## src/rtl/skf_pkg.sv

```systemverilog
// Shared constants, widths and status types of the scalar Kalman filter.
`default_nettype none
package skf_pkg;

	// Field and fixed-point widths
	localparam int GAIN_FRAC_BITS = 24;
	localparam int DATA_W         = 32;
	localparam int GW             = GAIN_FRAC_BITS + 1;
	localparam int CNT_W          = $clog2(GW + 1);
	localparam int NUM_W          = DATA_W + GAIN_FRAC_BITS + 1;
	localparam int MC_W           = DATA_W + 2;
	localparam int ADDR_W         = 3;

	// Reset values
	localparam logic [DATA_W-1:0] PN_RESET  = 32'd3774874;
	localparam logic [DATA_W-1:0] MN_RESET  = 32'd7130317;
	localparam logic [DATA_W-1:0] COV_RESET = DATA_W'(1) << GAIN_FRAC_BITS;

	// Gain of one and the rounding half for the low product bits
	localparam logic [GW-1:0] GAIN_ONE = GW'(1) << GAIN_FRAC_BITS;
	localparam logic [GW:0]   RND_HALF = (GW + 1)'(1) << (GAIN_FRAC_BITS - 1);

	// Register indexes
	typedef enum logic {
		REG_PROCESS_NOISE = 1'b0,
		REG_MEASURE_NOISE = 1'b1
	} reg_idx_t;

	// Divider status toward the sequencer
	typedef struct packed {
		logic          done;
		logic [GW-1:0] quot;
	} div_res_t;

	// Multiplier status toward the sequencer
	typedef struct packed {
		logic                   done;
		logic signed [MC_W-1:0] hi;
		logic [GW-1:0]          lo;
	} mul_res_t;

endpackage
`default_nettype wire

```

## src/rtl/skf_div.sv

```systemverilog
// Bit-serial restoring divider that forms the rounded Kalman gain quotient.
`default_nettype none
module skf_div (
	input  wire logic                             clk,
	input  wire logic                             arst_n,
	input  wire logic                             start,
	input  wire logic [skf_pkg::DATA_W-1:0]       pred,
	input  wire logic [skf_pkg::DATA_W:0]         sum,
	output skf_pkg::div_res_t                     res
);

	logic [skf_pkg::DATA_W:0]      rem_q;
	logic [skf_pkg::DATA_W:0]      sum_q;
	logic [skf_pkg::GW-1:0]        lo_q;
	logic [skf_pkg::GW-1:0]        quot_q;
	logic [skf_pkg::CNT_W-1:0]     cnt_q;
	logic                          busy_q;
	logic                          done_q;

	logic [skf_pkg::NUM_W-1:0]     num;
	logic [skf_pkg::DATA_W+1:0]    sh;
	logic [skf_pkg::DATA_W+2:0]    diff;
	logic                          ge;

	// Numerator: pred scaled by the gain fraction plus half the divisor
	assign num = {1'b0, pred, {skf_pkg::GAIN_FRAC_BITS{1'b0}}}
		+ skf_pkg::NUM_W'(sum[skf_pkg::DATA_W:1]);

	// One trial subtract per cycle
	assign sh   = {rem_q, lo_q[skf_pkg::GW-1]};
	assign diff = {1'b0, sh} - {2'b00, sum_q};
	assign ge   = ~diff[skf_pkg::DATA_W+2];

	// Load, then shift in one quotient bit a cycle
	always_ff @(posedge clk or negedge arst_n) begin
		if (!arst_n) begin
			busy_q <= 1'b0;
			done_q <= 1'b0;
			cnt_q  <= '0;
		end else begin
			done_q <= 1'b0;
			if (start) begin
				busy_q <= 1'b1;
				cnt_q  <= skf_pkg::CNT_W'(skf_pkg::GW);
			end else if (busy_q) begin
				cnt_q <= cnt_q - 1'b1;
				if (cnt_q == skf_pkg::CNT_W'(1)) begin
					busy_q <= 1'b0;
					done_q <= 1'b1;
				end
			end
		end
	end

	// Datapath registers
	always_ff @(posedge clk) begin
		if (start) begin
			rem_q  <= {1'b0, num[skf_pkg::NUM_W-1:skf_pkg::GW]};
			lo_q   <= num[skf_pkg::GW-1:0];
			quot_q <= '0;
			sum_q  <= sum;
		end else if (busy_q) begin
			rem_q  <= ge ? diff[skf_pkg::DATA_W:0] : sh[skf_pkg::DATA_W:0];
			lo_q   <= {lo_q[skf_pkg::GW-2:0], 1'b0};
			quot_q <= {quot_q[skf_pkg::GW-2:0], ge};
		end
	end

	assign res.done = done_q;
	assign res.quot = quot_q;

endmodule
`default_nettype wire

```

## src/rtl/skf_mul.sv

```systemverilog
// Bit-serial shift-add multiplier: signed multiplicand times unsigned gain-width multiplier.
`default_nettype none
module skf_mul (
	input  wire logic                              clk,
	input  wire logic                              arst_n,
	input  wire logic                              start,
	input  wire logic signed [skf_pkg::MC_W-1:0]   mcand,
	input  wire logic [skf_pkg::GW-1:0]            mplier,
	output skf_pkg::mul_res_t                      res
);

	logic signed [skf_pkg::MC_W-1:0] hi_q;
	logic signed [skf_pkg::MC_W-1:0] mc_q;
	logic [skf_pkg::GW-1:0]          lo_q;
	logic [skf_pkg::GW-1:0]          m_q;
	logic [skf_pkg::CNT_W-1:0]       cnt_q;
	logic                            busy_q;
	logic                            done_q;

	logic signed [skf_pkg::MC_W:0]   addend;
	logic signed [skf_pkg::MC_W:0]   t;

	// Add the multiplicand when the low multiplier bit is set
	assign addend = m_q[0] ? {mc_q[skf_pkg::MC_W-1], mc_q} : '0;
	assign t      = {hi_q[skf_pkg::MC_W-1], hi_q} + addend;

	// Count the multiplier bits
	always_ff @(posedge clk or negedge arst_n) begin
		if (!arst_n) begin
			busy_q <= 1'b0;
			done_q <= 1'b0;
			cnt_q  <= '0;
		end else begin
			done_q <= 1'b0;
			if (start) begin
				busy_q <= 1'b1;
				cnt_q  <= skf_pkg::CNT_W'(skf_pkg::GW);
			end else if (busy_q) begin
				cnt_q <= cnt_q - 1'b1;
				if (cnt_q == skf_pkg::CNT_W'(1)) begin
					busy_q <= 1'b0;
					done_q <= 1'b1;
				end
			end
		end
	end

	// Shift the partial product right one bit a cycle
	always_ff @(posedge clk) begin
		if (start) begin
			hi_q <= '0;
			lo_q <= '0;
			mc_q <= mcand;
			m_q  <= mplier;
		end else if (busy_q) begin
			hi_q <= t[skf_pkg::MC_W:1];
			lo_q <= {t[0], lo_q[skf_pkg::GW-1:1]};
			m_q  <= {1'b0, m_q[skf_pkg::GW-1:1]};
		end
	end

	assign res.done = done_q;
	assign res.hi   = hi_q;
	assign res.lo   = lo_q;

endmodule
`default_nettype wire

```

## src/rtl/scalar_kalman_filter_unit.sv

```systemverilog
// Each accepted sample runs through the bit-serial divider (25 quotient bits) and then
// the two bit-serial multipliers (25 bits, run together). A new sample is taken only
// when idle, after write-back; write-back waits while a pending output is not taken.
// Reset: estimate 0, covariance 1.0, noise registers to their defaults, no output pending.
// Top level: APB registers, sequencer and update arithmetic of the scalar Kalman filter.
`default_nettype none
module scalar_kalman_filter_unit (
	input  wire logic                               clk,
	input  wire logic                               arst_n,
	// Sample channel
	input  wire logic                               in_valid,
	output logic                                    in_ready,
	input  wire logic signed [skf_pkg::DATA_W-1:0]  sample,
	// Estimate channel
	output logic                                    out_valid,
	input  wire logic                               out_ready,
	output logic signed [skf_pkg::DATA_W-1:0]       estimate_out,
	// Register port
	input  wire logic                               psel,
	input  wire logic                               penable,
	input  wire logic                               pwrite,
	input  wire logic [skf_pkg::ADDR_W-1:0]         paddr,
	input  wire logic [skf_pkg::DATA_W-1:0]         pwdata,
	output logic [skf_pkg::DATA_W-1:0]              prdata,
	output logic                                    pready
);

	typedef enum logic [2:0] {
		ST_IDLE,
		ST_PREP,
		ST_DIV,
		ST_MSTART,
		ST_MUL,
		ST_FIN
	} state_t;

	localparam int DW = skf_pkg::DATA_W;
	localparam int G  = skf_pkg::GAIN_FRAC_BITS;
	localparam int GW = skf_pkg::GW;
	localparam int MW = skf_pkg::MC_W;

	state_t                    state_q;
	logic [DW-1:0]             pn_q;
	logic [DW-1:0]             mn_q;
	logic signed [DW-1:0]      est_q;
	logic [DW-1:0]             cov_q;
	logic [DW-1:0]             pred_q;
	logic signed [DW:0]        innov_q;
	logic [GW-1:0]             gain_q;
	logic                      zero_q;
	logic                      out_valid_q;

	logic                      wr_en;
	skf_pkg::reg_idx_t         widx;
	logic [DW:0]               pred_sum;
	logic [DW-1:0]             pred_sat;
	logic [DW:0]               den;
	logic signed [DW:0]        innov;
	skf_pkg::div_res_t         div_res;
	skf_pkg::mul_res_t         est_res;
	skf_pkg::mul_res_t         cov_res;
	logic [GW:0]               est_lo_rnd;
	logic [GW:0]               cov_lo_rnd;
	logic signed [MW:0]        delta;
	logic signed [MW:0]        cov_rnd;
	logic signed [MW+1:0]      nx;
	logic signed [DW-1:0]      nx_sat;
	logic [DW-1:0]             cov_next;
	logic                      in_acc;
	logic                      fin_go;

	// Register port
	assign pready = 1'b1;
	assign wr_en  = psel & penable & pwrite;
	assign widx   = skf_pkg::reg_idx_t'(paddr[2]);
	assign prdata = (widx == skf_pkg::REG_MEASURE_NOISE) ? mn_q : pn_q;

	always_ff @(posedge clk or negedge arst_n) begin
		if (!arst_n) begin
			pn_q <= skf_pkg::PN_RESET;
			mn_q <= skf_pkg::MN_RESET;
		end else if (wr_en) begin
			case (widx)
				skf_pkg::REG_PROCESS_NOISE: pn_q <= pwdata;
				skf_pkg::REG_MEASURE_NOISE: mn_q <= pwdata;
				default: ;
			endcase
		end
	end

	// Predicted covariance, saturated, and innovation at accept
	assign pred_sum = {1'b0, cov_q} + {1'b0, pn_q};
	assign pred_sat = pred_sum[DW] ? '1 : pred_sum[DW-1:0];
	assign innov    = {sample[DW-1], sample} - {est_q[DW-1], est_q};

	// Gain denominator
	assign den = {1'b0, pred_q} + {1'b0, mn_q};

	assign in_ready = (state_q == ST_IDLE);
	assign in_acc   = in_valid & in_ready;

	skf_div u_div (
		.clk    (clk),
		.arst_n (arst_n),
		.start  (state_q == ST_PREP),
		.pred   (pred_q),
		.sum    (den),
		.res    (div_res)
	);

	skf_mul u_mul_est (
		.clk    (clk),
		.arst_n (arst_n),
		.start  (state_q == ST_MSTART),
		.mcand  ({innov_q[DW], innov_q}),
		.mplier (gain_q),
		.res    (est_res)
	);

	skf_mul u_mul_cov (
		.clk    (clk),
		.arst_n (arst_n),
		.start  (state_q == ST_MSTART),
		.mcand  ({2'b00, pred_q}),
		.mplier (skf_pkg::GAIN_ONE - gain_q),
		.res    (cov_res)
	);

	// Round both products by the gain fraction (floor of product plus half)
	assign est_lo_rnd = {1'b0, est_res.lo} + skf_pkg::RND_HALF;
	assign cov_lo_rnd = {1'b0, cov_res.lo} + skf_pkg::RND_HALF;
	assign delta      = {est_res.hi, 1'b0} + $signed({{(MW-1){1'b0}}, est_lo_rnd[GW:G]});
	assign cov_rnd    = {cov_res.hi, 1'b0} + $signed({{(MW-1){1'b0}}, cov_lo_rnd[GW:G]});

	// New estimate, clamped to the signed field range
	assign nx = {{4{est_q[DW-1]}}, est_q} + {delta[MW], delta};
	always_comb begin
		if (!nx[MW+1] && (|nx[MW:DW-1])) begin
			nx_sat = {1'b0, {(DW-1){1'b1}}};
		end else if (nx[MW+1] && !(&nx[MW:DW-1])) begin
			nx_sat = {1'b1, {(DW-1){1'b0}}};
		end else begin
			nx_sat = nx[DW-1:0];
		end
	end

	// New covariance, clamped to the unsigned field range
	assign cov_next = (|cov_rnd[MW:DW]) ? '1 : cov_rnd[DW-1:0];

	assign fin_go = (state_q == ST_FIN) & (~out_valid_q | out_ready);

	// Sequencer with state and result registers
	always_ff @(posedge clk or negedge arst_n) begin
		if (!arst_n) begin
			state_q     <= ST_IDLE;
			out_valid_q <= 1'b0;
			est_q       <= '0;
			cov_q       <= skf_pkg::COV_RESET;
		end else begin
			if (out_valid_q && out_ready && !fin_go) begin
				out_valid_q <= 1'b0;
			end
			case (state_q)
				ST_IDLE: begin
					if (in_acc) begin
						state_q <= ST_PREP;
					end
				end
				ST_PREP: begin
					state_q <= ST_DIV;
				end
				ST_DIV: begin
					if (div_res.done) begin
						state_q <= ST_MSTART;
					end
				end
				ST_MSTART: begin
					state_q <= ST_MUL;
				end
				ST_MUL: begin
					if (est_res.done) begin
						state_q <= ST_FIN;
					end
				end
				ST_FIN: begin
					if (fin_go) begin
						est_q       <= nx_sat;
						cov_q       <= cov_next;
						out_valid_q <= 1'b1;
						state_q     <= ST_IDLE;
					end
				end
				default: begin
					state_q <= ST_IDLE;
				end
			endcase
		end
	end

	// Working registers of one step
	always_ff @(posedge clk) begin
		if (in_acc) begin
			pred_q  <= pred_sat;
			innov_q <= innov;
		end
		if (state_q == ST_PREP) begin
			zero_q <= (den == '0);
		end
		if ((state_q == ST_DIV) && div_res.done) begin
			if (zero_q || (div_res.quot > skf_pkg::GAIN_ONE)) begin
				gain_q <= skf_pkg::GAIN_ONE;
			end else begin
				gain_q <= div_res.quot;
			end
		end
	end

	assign out_valid    = out_valid_q;
	assign estimate_out = est_q;

endmodule
`default_nettype wire
```

## config.mk

```make
export PLATFORM = sky130hd
export DESIGN_NAME = scalar_kalman_filter_unit
export DESIGN_NICKNAME = d
export VERILOG_FILES = /design/src/rtl/skf_pkg.sv /design/src/rtl/skf_div.sv /design/src/rtl/skf_mul.sv /design/src/rtl/scalar_kalman_filter_unit.sv
export SDC_FILE = /design/constraint.sdc
export NUM_CORES = 1
export LEC_CHECK = 0
export BUFFER_PORTS_ARGS = -buffer_cell sky130_fd_sc_hd__buf_2
export CORE_MARGIN = 2
export CORE_UTILIZATION = 41
export CTS_CLUSTER_DIAMETER = 100
export DETAILED_ROUTE_END_ITERATION = 7
export PLACE_DENSITY = 0.57
export SLEW_MARGIN = 5
export SYNTH_ARGS = -nofsm -noshare
export SYNTH_HDL_FRONTEND = slang
export SYNTH_HIERARCHICAL = 1
export SYNTH_SLANG_ARGS = --single-unit
```

## constraint.sdc

```tcl
create_clock -name clk -period 6.5 [get_ports clk]
set_input_delay 0.65 -clock clk [delete_from_list [all_inputs] [get_ports clk]]
set_output_delay 0.65 -clock clk [all_outputs]
set_load 0.1 [all_outputs]
```

==> results.tsv <==
metric	value	unit
Die W	300	um
dpl ws	752	ps
Setup Fix Bufs, Post-CTS	0	
Port Buffers	137	
clock tree from TritonCTS	yes	
Initial Utilization	0.414	
share of layout cells above drive strength 1	0.147	
final worst-path cycle share	0.912	
DR vias	27770	
Max Freq	169	MHz
largest net degree at the start of global routing	159	
total grt overflow	0	
# DRC	0	
# setup viols final	0	
setup ws final	570	ps
CP Class	reg2reg	
Max-slew headroom	0.137	
Worst setup SP type	register	
nets	4110	
hold slack final	77.6	ps
CP endpoint kind	register	
non-filler cells, final	4986	
Final GP Congestion	0.916	
hold_buf cts	0	
Worst EP arrival	6280	ps
DR vias/cell	5.57	
Root Driver	clkbuf_16	
Layout Skew	21.8	ps
Routed WL per cell	19.7	um
Total GRT Usage	0.215	
die area	0.0900	mm^2
status	finished clean	
most common cell after layout, fill and taps aside	nor2_1	
max-cap violations	0	
placed cell count	4862	
die extent in y	300	um
Area Overhead vs Synth	11.7	%
initial drt markers	2064	
Routed Antenna Nets	0	
Clock Pin Slew Worst Setup and Hold Paths	60	ps
DRT Pass-1 Iters	5	
clock buffer depth	3	
initial antenna violation count	5	
Post-DP HPWL	74000	um
number of H-tree levels	3	
CTS sink cnt	549	
Syn Area/Cell	9.79	um^2
cells after synthesis	3669	
vias in the first global route	26741	
CORE AREA	0.0868	mm^2
first-pass GRT wire length	153000	um
worst slew pin tran	1290	ps
Setup TNS	0	ps
crit path max fanout	6	
mapped cell area	0.0359	mm^2
latest clock arrival within the worst-skew pair	610	ps
worst hold-check path type	in2async	
WP data required	6850	ps
most frequent cells in the layout	321 x nor2_1, 299 x edfxtp_1, 279 x a21oi_1	
RSZ-0062 raised after global routing	no	
final hold violation count	0	
CTS buffer count	66	
FF-to-FF path depth	22	
I/O pin total	141	
minimum clock period after layout	5930	ps
fin. max-slew vios	0	
site row count	108	
CTS resizes	0	
post-detailed-routing wire length	98100	um
Synth Warn #	6	
## area by class of cell
class / count / area, um^2
multi-input cells: 2825 / 20000
inverters: 160 / 601
well taps: 1155 / 1450
diodes: 2 / 5.00
flip-flops and latches: 549 / 14800
fillers: 8370 / 46600
clock buffers: 87 / 1880
clock inverters: 35 / 425
repair buffers: 173 / 975
## path summary, 6_finish.rpt
kind	from	endpoint	slack, ps
max reg2reg	mn_q[0]	u_div/rem_q[30]	570
max in group asynchronous	arst_n	state_q[2]	5280
min	arst_n	cov_q[10]	80
min reg2reg	innov_q[5]	u_mul_est/mc_q[5]	420
max	mn_q[0]	u_div/rem_q[30]	570
min in group clk	pwdata[21]	mn_q[21]	290
## through the flow
step	area, um^2	utilization
2_1_floorplan	35900	-
3_3_place_gp	37800	0.436
3_5_place_dp	37800	0.436
4_1_cts	40100	0.462
5_1_grt	40100	0.462
6_report	40100	0.462
## critical path: stages, from the launching register on
cell      delay (ps)
dfstp_2          550
ha_1             170
inv_1             50
fa_1             400
nor2b_1          200
o31ai_1           90
a21oi_1          210
o211ai_2         160
a31oi_1          370
o41a_1           290
nand3_1          110
o21ai_0          130
nor2_1            90
xnor2_1          640
ha_1             270
o21ai_0          110
nor2_1           140
nor4_1           100
o31ai_2          550
nand3_1          390
nor2b_1          230
xor2_1            90
a221o_1          340
## sequential cells by signal, indices dropped and copies added, names as in the netlist, 25 cells and up
name	cells
cov_q	32
estimate_out	32
gain_q	25
innov_q	33
mn_q	32
pn_q	32
pred_q	32
u_div/lo_q	25
u_div/quot_q	25
u_div/rem_q	33
u_div/sum_q	33
u_mul_cov/hi_q	34
u_mul_cov/m_q	25
u_mul_cov/mc_q	34
u_mul_est/hi_q	34
u_mul_est/m_q	25
u_mul_est/mc_q	34
## routing by layer
layer,part of all wire,up-vias,track usage,wire length (um)
met3,0.053,107,0.0277,5210
met5,0,-,0,0
met4,0.015,0,0.0451,1480
met2,0.47,579,0.353,45700
li1,-,13701,-,-
met1,0.47,13383,0.303,45700
Power is left out: the tool's default activity adds up to more than one toggle a clock period on the data nets, which glitch-free logic cannot reach.
